## config.mk

```make
export PLATFORM = sky130hd
export DESIGN_NAME = command_response_tracker_flat
export DESIGN_NICKNAME = d
export VERILOG_FILES = /design/src/crt_pkg.sv /design/src/crt_req_if.sv /design/src/crt_rsp_if.sv /design/src/command_response_tracker.sv /design/src/crt_queue.sv /design/src/crt_ctrl.sv /design/src/flat_wrapper.sv
export VERILOG_INCLUDE_DIRS = /design/src /design/src/src
export SDC_FILE = /design/constraint.sdc
export NUM_CORES = 1
export LEC_CHECK = 0
export BUFFER_PORTS_ARGS = -buffer_cell sky130_fd_sc_hd__buf_2
export CORE_MARGIN = 2
export CORE_UTILIZATION = 36
export DETAILED_ROUTE_END_ITERATION = 8
export GPL_ROUTABILITY_DRIVEN = 0
export SYNTH_ARGS = -nofsm -noshare
export SYNTH_HDL_FRONTEND = slang
export SYNTH_SLANG_ARGS = --single-unit
```

## constraint.sdc

```tcl
create_clock -name clk_i -period 6.87 [get_ports clk_i]
set_clock_uncertainty 0.15 [all_clocks]
set_input_delay 0.687 -clock clk_i [delete_from_list [all_inputs] [get_ports clk_i]]
set_output_delay 0.687 -clock clk_i [all_outputs]
set_load 0.03 [all_outputs]
```

## src/command_response_tracker_defines.svh

```systemverilog
// Assertion macros shared by the tracker RTL.
`ifndef COMMAND_RESPONSE_TRACKER_DEFINES_SVH
`define COMMAND_RESPONSE_TRACKER_DEFINES_SVH

`ifndef SYNTHESIS
`define CRT_ASSERT_CLK(name, clk, rst_n, prop, msg) \
  name: assert property (@(posedge clk) disable iff (!rst_n) prop) else $error(msg);
`define CRT_ASSERT(name, prop, msg) \
  `CRT_ASSERT_CLK(name, clk_i, rst_ni, prop, msg)
`else
`define CRT_ASSERT_CLK(name, clk, rst_n, prop, msg)
`define CRT_ASSERT(name, prop, msg)
`endif

`endif

```

## src/crt_pkg.sv

```systemverilog
`default_nettype none
package crt_pkg;

  localparam int unsigned QUEUE_DEPTH = 16;
  localparam int unsigned QPTR_W = (QUEUE_DEPTH > 1) ? $clog2(QUEUE_DEPTH) : 1;
  localparam int unsigned QCNT_W = $clog2(QUEUE_DEPTH + 1);

  localparam logic [7:0] CH_NUL      = 8'h00;
  localparam logic [7:0] CH_QUESTION = 8'h3F;  // '?'
  localparam logic [7:0] CH_DOLLAR   = 8'h24;  // '$'
  localparam logic [7:0] CH_HASH     = 8'h23;  // '#'
  localparam logic [7:0] CH_NEWLINE  = 8'h0A;  // '\n'
  localparam logic [7:0] CH_UP_G     = 8'h47;  // 'G'
  localparam logic [7:0] CH_UP_I     = 8'h49;  // 'I'
  localparam logic [7:0] CH_UP_N     = 8'h4E;  // 'N'
  localparam logic [7:0] CH_UP_C     = 8'h43;  // 'C'
  localparam logic [7:0] CH_LO_O     = 8'h6F;  // 'o'
  localparam logic [7:0] CH_LO_K     = 8'h6B;  // 'k'
  localparam logic [7:0] CH_LO_E     = 8'h65;  // 'e'
  localparam logic [7:0] CH_LO_R     = 8'h72;  // 'r'

  localparam logic REQ_COMMAND = 1'b0;
  localparam logic REQ_REPLY   = 1'b1;

  typedef struct packed {
    logic       req_type;
    logic       is_local;
    logic [7:0] first_char;
    logic [7:0] second_char;
    logic [7:0] third_char;
    logic [7:0] fourth_char;
  } crt_item_t;

  typedef struct packed {
    logic cmd_accepted;
    logic queue_overflow;
    logic line_is_local;
    logic line_valid;
  } crt_result_t;

  typedef struct packed {
    logic rsp_expected;
    logic is_local;
  } crt_entry_t;

  typedef struct packed {
    logic       push;
    logic       pop;
    crt_entry_t entry;
  } crt_queue_op_t;

  typedef struct packed {
    crt_entry_t head;
    logic       empty;
    logic       full;
  } crt_queue_stat_t;

endpackage
`default_nettype wire

```

## src/crt_req_if.sv

```systemverilog
`default_nettype none
interface crt_req_if;
  logic       valid;
  logic       ready;
  logic       req_type;
  logic       is_local;
  logic [7:0] first_char;
  logic [7:0] second_char;
  logic [7:0] third_char;
  logic [7:0] fourth_char;

  modport source (
    output valid, req_type, is_local, first_char, second_char, third_char, fourth_char,
    input  ready
  );
  modport sink (
    input  valid, req_type, is_local, first_char, second_char, third_char, fourth_char,
    output ready
  );
endinterface
`default_nettype wire

```

## src/crt_rsp_if.sv

```systemverilog
`default_nettype none
interface crt_rsp_if;
  logic valid;
  logic ready;
  logic cmd_accepted;
  logic queue_overflow;
  logic line_is_local;
  logic line_valid;

  modport source (
    output valid, cmd_accepted, queue_overflow, line_is_local, line_valid,
    input  ready
  );
  modport sink (
    input  valid, cmd_accepted, queue_overflow, line_is_local, line_valid,
    output ready
  );
endinterface
`default_nettype wire

```

## src/command_response_tracker.sv

```systemverilog
`default_nettype none
// Command/response tracker: each transaction on req_i is either a command sent to the
// controller (queued with its origin and a response-expected flag, dropped and flagged
// when the 16-entry queue is full, ignored when its first character is NUL) or a reply
// line (matched to the oldest queued command), and yields exactly one result transaction
// on rsp_o. An item is registered on entry, resolved against the queue head and the
// response state, and its result is held in an output register; a new item is taken
// every cycle while rsp_o is ready, so the throughput is then one item per cycle.
module command_response_tracker
  import crt_pkg::*;
(
  input  wire logic   clk_i,
  input  wire logic   rst_ni,
  crt_req_if.sink     req_i,
  crt_rsp_if.source   rsp_o
);

  logic            in_valid_q;
  crt_item_t       in_item_q;
  logic            out_valid_q;
  crt_result_t     out_res_q;
  logic            step;
  crt_result_t     result;
  crt_queue_op_t   q_op;
  crt_queue_stat_t q_stat;

  // advance the input register whenever the result register is free or drains
  assign step        = in_valid_q && (!out_valid_q || rsp_o.ready);
  assign req_i.ready = !in_valid_q || step;

  always_ff @(posedge clk_i or negedge rst_ni) begin
    if (!rst_ni) begin
      in_valid_q  <= 1'b0;
      out_valid_q <= 1'b0;
    end else begin
      if (req_i.ready) begin
        in_valid_q <= req_i.valid;
      end
      if (step) begin
        out_valid_q <= 1'b1;
      end else if (rsp_o.ready) begin
        out_valid_q <= 1'b0;
      end
    end
  end

  always_ff @(posedge clk_i) begin
    if (req_i.valid && req_i.ready) begin
      in_item_q.req_type    <= req_i.req_type;
      in_item_q.is_local    <= req_i.is_local;
      in_item_q.first_char  <= req_i.first_char;
      in_item_q.second_char <= req_i.second_char;
      in_item_q.third_char  <= req_i.third_char;
      in_item_q.fourth_char <= req_i.fourth_char;
    end
    if (step) begin
      out_res_q <= result;
    end
  end

  crt_ctrl u_ctrl (
    .clk_i    (clk_i),
    .rst_ni   (rst_ni),
    .step_i   (step),
    .item_i   (in_item_q),
    .stat_i   (q_stat),
    .op_o     (q_op),
    .result_o (result)
  );

  crt_queue u_queue (
    .clk_i  (clk_i),
    .rst_ni (rst_ni),
    .op_i   (q_op),
    .stat_o (q_stat)
  );

  assign rsp_o.valid          = out_valid_q;
  assign rsp_o.cmd_accepted   = out_res_q.cmd_accepted;
  assign rsp_o.queue_overflow = out_res_q.queue_overflow;
  assign rsp_o.line_is_local  = out_res_q.line_is_local;
  assign rsp_o.line_valid     = out_res_q.line_valid;

endmodule
`default_nettype wire

```

## src/crt_queue.sv

```systemverilog
`default_nettype none
`include "command_response_tracker_defines.svh"
module crt_queue
  import crt_pkg::*;
(
  input  wire logic            clk_i,
  input  wire logic            rst_ni,
  input  wire crt_queue_op_t   op_i,
  output crt_queue_stat_t      stat_o
);

  crt_entry_t        entries_q [QUEUE_DEPTH];
  logic [QPTR_W-1:0] rptr_q, rptr_d;
  logic [QPTR_W-1:0] wptr_q, wptr_d;
  logic [QCNT_W-1:0] count_q, count_d;

  function automatic logic [QPTR_W-1:0] wrap_inc(input logic [QPTR_W-1:0] p);
    return (p == QPTR_W'(QUEUE_DEPTH - 1)) ? '0 : p + 1'b1;
  endfunction

  always_comb begin
    rptr_d  = rptr_q;
    wptr_d  = wptr_q;
    count_d = count_q;
    if (op_i.push) begin
      wptr_d  = wrap_inc(wptr_q);
      count_d = count_q + 1'b1;
    end
    if (op_i.pop) begin
      rptr_d  = wrap_inc(rptr_q);
      count_d = count_q - 1'b1;
    end
  end

  always_ff @(posedge clk_i or negedge rst_ni) begin
    if (!rst_ni) begin
      rptr_q  <= '0;
      wptr_q  <= '0;
      count_q <= '0;
    end else begin
      rptr_q  <= rptr_d;
      wptr_q  <= wptr_d;
      count_q <= count_d;
    end
  end

  always_ff @(posedge clk_i) begin
    if (op_i.push) begin
      entries_q[wptr_q] <= op_i.entry;
    end
  end

  assign stat_o.head  = entries_q[rptr_q];
  assign stat_o.empty = (count_q == '0);
  assign stat_o.full  = (count_q == QCNT_W'(QUEUE_DEPTH));

  `CRT_ASSERT(a_count_bound, count_q <= QCNT_W'(QUEUE_DEPTH),
              "queue count above depth")
  `CRT_ASSERT(a_ptr_match, (rptr_q == wptr_q) == (stat_o.empty || stat_o.full),
              "pointers disagree with count")
  `CRT_ASSERT(a_push_count, op_i.push && !op_i.pop |=> count_q == $past(count_q) + 1'b1,
              "push did not grow the queue")

endmodule
`default_nettype wire

```

## src/crt_ctrl.sv

```systemverilog
`default_nettype none
`include "command_response_tracker_defines.svh"
module crt_ctrl
  import crt_pkg::*;
(
  input  wire logic            clk_i,
  input  wire logic            rst_ni,
  input  wire logic            step_i,
  input  wire crt_item_t       item_i,
  input  wire crt_queue_stat_t stat_i,
  output crt_queue_op_t        op_o,
  output crt_result_t          result_o
);

  logic in_resp_q, in_resp_d;
  logic wants_rsp, is_ack, banner;

  always_comb begin
    wants_rsp = (item_i.first_char == CH_QUESTION) ||
                ((item_i.first_char == CH_DOLLAR) &&
                 ((item_i.second_char == CH_NEWLINE) || (item_i.second_char == CH_DOLLAR) ||
                  (item_i.second_char == CH_HASH)    || (item_i.second_char == CH_UP_G)    ||
                  (item_i.second_char == CH_UP_I)    || (item_i.second_char == CH_UP_N)    ||
                  (item_i.second_char == CH_UP_C)));
    is_ack = ((item_i.first_char == CH_LO_O) && (item_i.second_char == CH_LO_K)) ||
             ((item_i.first_char == CH_LO_E) && (item_i.second_char == CH_LO_R));
    banner = (item_i.third_char == CH_UP_G) && (item_i.fourth_char == CH_LO_R);
  end

  always_comb begin
    op_o.push               = 1'b0;
    op_o.pop                = 1'b0;
    op_o.entry.rsp_expected = wants_rsp;
    op_o.entry.is_local     = item_i.is_local;
    result_o                = '0;
    in_resp_d               = in_resp_q;
    if (item_i.req_type == REQ_COMMAND) begin
      if (item_i.first_char != CH_NUL) begin
        if (stat_i.full) begin
          result_o.queue_overflow = 1'b1;
        end else begin
          op_o.push             = step_i;
          result_o.cmd_accepted = 1'b1;
        end
      end
    end else if (!stat_i.empty) begin
      result_o.line_is_local = stat_i.head.is_local;
      if (!in_resp_q) begin
        if (is_ack && !stat_i.head.rsp_expected) begin
          op_o.pop = step_i;
        end else begin
          in_resp_d           = 1'b1;
          result_o.line_valid = 1'b1;
        end
      end else begin
        if (is_ack) begin
          op_o.pop  = step_i;
          in_resp_d = 1'b0;
        end else begin
          result_o.line_valid = 1'b1;
        end
      end
    end else begin
      // no command outstanding: only the startup banner passes to the host
      result_o.line_valid    = banner;
      result_o.line_is_local = !banner;
    end
  end

  always_ff @(posedge clk_i or negedge rst_ni) begin
    if (!rst_ni) begin
      in_resp_q <= 1'b0;
    end else if (step_i) begin
      in_resp_q <= in_resp_d;
    end
  end

  `CRT_ASSERT(a_no_pop_empty, op_o.pop |-> !stat_i.empty, "pop from empty queue")
  `CRT_ASSERT(a_no_push_full, op_o.push |-> !stat_i.full, "push into full queue")
  `CRT_ASSERT(a_resp_exit, $fell(in_resp_q) |-> $past(op_o.pop),
              "response state left without acknowledgment")

endmodule
`default_nettype wire

```

## src/flat_wrapper.sv

```systemverilog
// flat-port wrapper written by rule: the top's interface ports become plain ports
module command_response_tracker_flat import crt_pkg::*;
  (clk_i, rst_ni, req_i_valid, req_i_req_type, req_i_is_local, req_i_first_char, req_i_second_char, req_i_third_char, req_i_fourth_char, req_i_ready, rsp_o_valid, rsp_o_cmd_accepted, rsp_o_queue_overflow, rsp_o_line_is_local, rsp_o_line_valid, rsp_o_ready);
  crt_req_if req_i_i ();
  crt_rsp_if rsp_o_i ();
  input  wire logic clk_i;
  input  wire logic rst_ni;
  input wire logic [$bits(req_i_i.valid)-1:0] req_i_valid;
  input wire logic [$bits(req_i_i.req_type)-1:0] req_i_req_type;
  input wire logic [$bits(req_i_i.is_local)-1:0] req_i_is_local;
  input wire logic [$bits(req_i_i.first_char)-1:0] req_i_first_char;
  input wire logic [$bits(req_i_i.second_char)-1:0] req_i_second_char;
  input wire logic [$bits(req_i_i.third_char)-1:0] req_i_third_char;
  input wire logic [$bits(req_i_i.fourth_char)-1:0] req_i_fourth_char;
  output wire logic [$bits(req_i_i.ready)-1:0] req_i_ready;
  output wire logic [$bits(rsp_o_i.valid)-1:0] rsp_o_valid;
  output wire logic [$bits(rsp_o_i.cmd_accepted)-1:0] rsp_o_cmd_accepted;
  output wire logic [$bits(rsp_o_i.queue_overflow)-1:0] rsp_o_queue_overflow;
  output wire logic [$bits(rsp_o_i.line_is_local)-1:0] rsp_o_line_is_local;
  output wire logic [$bits(rsp_o_i.line_valid)-1:0] rsp_o_line_valid;
  input wire logic [$bits(rsp_o_i.ready)-1:0] rsp_o_ready;
  assign req_i_i.valid = req_i_valid;
  assign req_i_i.req_type = req_i_req_type;
  assign req_i_i.is_local = req_i_is_local;
  assign req_i_i.first_char = req_i_first_char;
  assign req_i_i.second_char = req_i_second_char;
  assign req_i_i.third_char = req_i_third_char;
  assign req_i_i.fourth_char = req_i_fourth_char;
  assign req_i_ready = req_i_i.ready;
  assign rsp_o_valid = rsp_o_i.valid;
  assign rsp_o_cmd_accepted = rsp_o_i.cmd_accepted;
  assign rsp_o_queue_overflow = rsp_o_i.queue_overflow;
  assign rsp_o_line_is_local = rsp_o_i.line_is_local;
  assign rsp_o_line_valid = rsp_o_i.line_valid;
  assign rsp_o_i.ready = rsp_o_ready;
  command_response_tracker u_core (.clk_i(clk_i), .rst_ni(rst_ni), .req_i(req_i_i), .rsp_o(rsp_o_i));
endmodule
```

==> metrics, run 1 <==
leading area contributor after synthesis=edfxtp_1; Post-DRT Antenna Nets=0; largest cells by area after synthesis=edfxtp_1 57%, dfrtp_1 11%, mux4_2 4.3%; Clock Path Buffers=2; Post-synth EDFFs=70; DIE WIDTH=105 um; HPWL Detailed=4590 um; setup bufs post-CTS=0; min Tclk post-route=3.26 ns; Die Ht=105 um; drt first pass iters=4; LEAKAGE=1.60 nW; total CTS buffers=9; vias in the first global route=2,080; Max VDD drop=125 uV; Clock Sink Count=86; placed insts=418; Detailed Route WL=6300 um; worst skew pair latency=0.34 ns; Finished Layout Cells=433; Hold Fails Final Rpt=0; status=complete, no violations; Yosys top cell area share=0.572; Req. time, crit path=6.98 ns; final cell area excluding filler cells=0.00424 mm2; CP startpoint=u_core.u_queue.rptr_q[0]; setup tns final=0 ns; fillers=875; ANT cells=0; Core Area=0.00986 mm2; Hold Crit Class=in -> async; count of cell types in the netlist=47; Hold WS=0.110 ns; Syn Area/Cell=14.9 um2; Worst EP arrival=3.37 ns; largest net degree at the start of global routing=35; RSZ-0062 raised after global routing=no; Via Count=2,119; Worst Slack Setup Final=3.61 ns; GRT Total Usage=0.122; 1st-iter DRT viols=102; CTS resizes=0; worst setup path class=reg -> reg; Port Buffers=43; max cap viols=0; YS warnings=0; io pins=44; Synth Register Bits=86; Remaining DRCs=0; layout net count=343; Final Max Slew Viols=0; Reg2Reg Depth=9; CTS root buf=clkbuf_8; setup violators final=0; Synth Cell Area=0.00368 mm2; Worst Setup End Kind=register; top_reg_cell synth=edfxtp_1; Placement Rows=36; area delta synth->final=15.2%; layout cells sized above 1=0.250; Starting Density=0.373; Synth Instances=246; vias per inst=4.89; first-pass GRT wire length=10,500 um; DP Area=0.00406 mm2; CTS tree=done; clock-pin transition on the worst setup and hold timing paths=0.08 ns; Worst-Margin Slew=0.609 ns; grt total ovfl=0; dpl ws=3.57 ns; full die area=0.0110 mm2; Seq/Total Area, Yosys=0.681; Startpoint Class=register; Hold Buf Count CTS=0; worst reg2reg startpoint=u_core.u_queue.rptr_q[0]; CP Max Fanout=14; antenna violations before repair=0; post-synthesis async set-or-reset flop share=0.186; H-tree levels=3; Final Cycle Share=0.475; power per cell area=273 mW/mm2; fmax=307 MHz; wire per inst=14.6 um; Slew HR=0.594; Syn Nets=293
==> placed cells by master, fill, tap and decap left out, drive strengths merged, types with 6 or more instances in the layout <==
cell type / synthesis / layout
buf: 4 / 45
clkbuf: 2 / 12
mux4: 7 / 7
nand2b: 9 / 9
nand2: 13 / 13
edfxtp: 70 / 70
nor2: 20 / 20
dfrtp: 16 / 16
mux2i: 6 / 6
nor3: 6 / 6
inv: 11 / 11
ha: 8 / 8
a21oi: 7 / 7
o21ai: 6 / 6
nor4: 6 / 6
nand3: 7 / 7
==> synthesized netlist by cell type (2+ instances only) <==
library cell / instances
nand2_1: 12
o21ai_0: 5
nand3b_1: 2
and2_1: 3
nor3_1: 6
and3_1: 5
dfrtp_1: 16
nand3_1: 7
xnor2_1: 5
buf_2: 2
a311oi_1: 2
edfxtp_1: 70
ha_1: 8
nor4_1: 5
o2111ai_2: 2
mux2i_1: 6
a21o_1: 4
mux4_2: 7
nand2b_1: 9
mux2_2: 3
o41ai_1: 2
nor2_1: 20
nor4bb_1: 2
a21oi_1: 7
nand4_1: 2
inv_1: 11
clkbuf_1: 2
buf_1: 2
==> per-stage QoR <==
stage / util / total power [W]
floorplan: - / 0.000787
CTS: 0.429 / 0.00117
global route: 0.429 / 0.00122
global placement: 0.411 / 0.000834
detailed placement: 0.411 / 0.000837
finish: 0.429 / 0.00116
==> sequential cells by signal, summed over array words and instances, names as in the netlist <==
| register | flops |
|---|---|
| u_core.in_item_q | 34 |
| u_core.in_valid_q | 1 |
| u_core.rsp_o.cmd_accepted | 1 |
| u_core.rsp_o.line_is_local | 1 |
| u_core.rsp_o.line_valid | 1 |
| u_core.rsp_o.queue_overflow | 1 |
| u_core.rsp_o.valid | 1 |
| u_core.u_ctrl.in_resp_q | 1 |
| u_core.u_queue.count_q | 5 |
| u_core.u_queue.entries_q | 32 |
| u_core.u_queue.rptr_q | 4 |
| u_core.u_queue.wptr_q | 4 |
==> per-layer routing <==
metal,GRT usage,part of all wire
met1,0.169,0.48
met5,0,0
met3,0.0356,0.040
met4,0.0400,0.0095
met2,0.185,0.47
==> cell type report <==
| cell class | count | area, um2 | share of cell area |
|---|---|---|---|
| Clock buffer | 12 | 135 | 0.0319 |
| Clock inverter | 3 | 46.3 | 0.0109 |
| Inverter | 11 | 41.3 | 0.00975 |
| Multi-Input combinational cell | 143 | 1110 | 0.263 |
| Sequential cell | 86 | 2500 | 0.591 |
| Tap cell | 133 | 166 | 0.0393 |
| Timing Repair Buffer | 45 | 230 | 0.0543 |
==> power breakdown <==
part	switching [W]	total [W]	internal (W)
Clock	0.000167	0.000334	0.000167
Sequential	0.0000457	0.000660	0.000615
Combinational	0.0000909	0.000164	0.0000729
Total	0.000303	0.00116	0.000855
==> worst paths after layout <==
check	endpoint	slack, ns
min reg2reg	u_core.rsp_o.valid	0.33
min	u_core.u_queue.wptr_q[2]	0.11
min in group clk_i	u_core.rsp_o.valid	0.33
max reg2reg	u_core.u_queue.count_q[4]	3.61
max in group asynchronous	u_core.rsp_o.valid	6.16
max	u_core.u_queue.count_q[4]	3.61
==> logic make-up after synthesis <==
family | Yosys count | share of synthesized area
AND/OR/NAND/NOR | 84 | 0.131
adder cells (fa/ha/maj) | 9 | 0.0327
XOR/XNOR | 6 | 0.0143
AO/OA/AOI/OAI | 28 | 0.0545
flip-flops | 86 | 0.681
multiplexers | 16 | 0.0684
buffers and inverters | 17 | 0.0180
==> critical path, cell delays in order, from the launching register on <==
cell	delay, ns
dfrtp_1	0.74
mux4_2	0.59
o2111ai_2	0.28
nand4b_4	0.24
inv_1	0.18
ha_1	0.29
a21o_1	0.17
a21oi_1	0.17
mux2i_1	0.23
xor2_1	0.15
Power figures use the tool's default switching activity.
==> inputs of run 2 (changes only) <==
Clock period 6.87 ns to 3.1 ns, I/O delays scaled along.
==> run 2 against run 1 <==
Against the previous run: maximum frequency up 14%; critical path type unchanged; sequential share of layout area down 5.0 points; highest routed layer unchanged; largest cell class unchanged; worst hold slack worse by 0.095 ns; cell count up 9.0%; die area unchanged; via count up 8.8%; first-iteration DRC count up 36%.
==> metrics, run 2 (same netlist as run 1, synthesis figures left out) <==
status=complete, no violations; Slew HR=0.663; Req. time, crit path=3.22 ns; ANT cells=0; DP Area=0.00409 mm2; total CTS buffers=9; CP Max Fanout=6; Hold Crit Class=in -> reg; worst skew pair latency=0.34 ns; H-tree levels=3; min Tclk post-route=2.86 ns; HPWL Detailed=4800 um; dpl ws=0.149 ns; Final Max Slew Viols=0; LEAKAGE=1.77 nW; CTS root buf=clkbuf_8; max cap viols=0; Placement Rows=36; wire per inst=14.8 um; layout cells sized above 1=0.239; met2 WL post-DR=3490 um; 1st-iter DRT viols=139; GRT Total Usage=0.135; antenna violations before repair=0; Tot Pwr=0.00260 W; Core Area=0.00986 mm2; Detailed Route WL=6990 um; Clock Path Buffers=2; Top Metal Used=met4; first-pass GRT wire length=11,600 um; grt total ovfl=0; drt first pass iters=4; Worst Setup End Kind=register; layout net count=383; worst setup path class=reg -> reg; CTS tree=done; io pins=44; fmax=350 MHz; Hold Fails Final Rpt=0; vias in the first global route=2,333; number of flip-flops in the largest register=34; Regs by FF count=u_core.in_item_q x34, u_core.u_queue.entries_q x32, u_core.u_queue.count_q x5; largest net degree at the start of global routing=35; full die area=0.0110 mm2; Port Buffers=43; Starting Density=0.373; Remaining DRCs=0; Worst Slack Setup Final=0.239 ns; power per cell area=562 mW/mm2; Max VDD drop=314 uV; fillers=851; DIE WIDTH=105 um; Via Count=2,306; setup violators final=0; Post-DRT Antenna Nets=0; Worst-Margin Slew=0.506 ns; vias per inst=4.89; final cell area excluding filler cells=0.00463 mm2; most frequent cells in the layout=70 x edfxtp_1, 43 x buf_2, 35 x dlygate4sd3_1; Die Ht=105 um; leading cell type in the layout, fill and taps excluded=edfxtp_1; Clock Sink Count=86; area delta synth->final=25.9%; Metal-1 WL=3150 um; RSZ-0062 raised after global routing=no; Final Cycle Share=0.923; met3 routed WL=296 um; Startpoint Class=register; Hold WS=0.0148 ns; setup tns final=0 ns; clock-pin transition on the worst setup and hold timing paths=0.08 ns; Top reg by flops=u_core.in_item_q; Worst EP arrival=2.98 ns
[run 2: changes by cell type in the layout (fill, tap and decap cells not counted)]
cell | before | now
dlygate4sd3_1 | 0 | 35
buf_4 | 2 | 7
clkbuf_1 | 3 | 1
clkinv_1 | 0 | 1
inv_1 | 11 | 10
inv_2 | 0 | 1
nor4_2 | 1 | 0
nor4_4 | 0 | 1
[run 2: per-stage QoR]
stage,cells,util
global route,472,0.469
floorplan,246,-
detailed placement,422,0.414
global placement,422,0.414
CTS,471,0.468
finish,472,0.469
[run 2: path summary, 6_finish.rpt]
path | startpoint | end | slack [ns] | cells after the start
min in group asynchronous | rst_ni | u_core.u_queue.wptr_q[2] | 0.28 | 2
max | u_core.in_item_q[16] | u_core.u_queue.count_q[4] | 0.24 | 10
min | req_i_valid | u_core.in_valid_q | 0.01 | 2
min reg2reg | u_core.in_valid_q | u_core.rsp_o.valid | 0.35 | 1
max reg2reg | u_core.in_item_q[16] | u_core.u_queue.count_q[4] | 0.24 | 10
max in group asynchronous | rst_ni | u_core.u_queue.rptr_q[3] | 2.23 | 2
[run 2: critical path, stage by stage, from the launching register on]
cell and delay (ns):
edfxtp_1 0.45, or3b_1 0.44, nor4_4 0.31, o21ai_1 0.10, nand4b_4 0.22, inv_2 0.13
ha_1 0.27, a21o_1 0.17, a21oi_1 0.16, mux2i_1 0.23, xor2_1 0.16
[run 2: what timing repair did]
item | CTS | global route
endpoints found under the hold margin | 50 | 0
setup buffers | 0 | 1
endpoints found under the setup margin | 0 | 2
hold buffers | 35 | 0
resized for setup | 0 | 2
[run 2: per-layer routing]
layer / vias to the layer above / track usage
met3: 6 / 0.0331
met5: - / 0
met2: 52 / 0.218
li1: 1111 / -
met4: 0 / 0.0448
met1: 1137 / 0.178
[run 2: where the power goes]
group	internal, W	switching [W]	total, W
sequential	0.00136	0.0000988	0.00146
clock	0.000363	0.000375	0.000737
combinational	0.000192	0.000212	0.000403
[run 2: cell type report]
type	count	area [um2]	share of cell area
Tap cell	133	166	0.0359
Sequential cell	86	2500	0.541
Clock inverter	4	50.0	0.0108
Multi-Input combinational cell	143	1120	0.243
Inverter	11	41.3	0.00892
Timing Repair Buffer	85	618	0.134
Clock buffer	10	128	0.0276
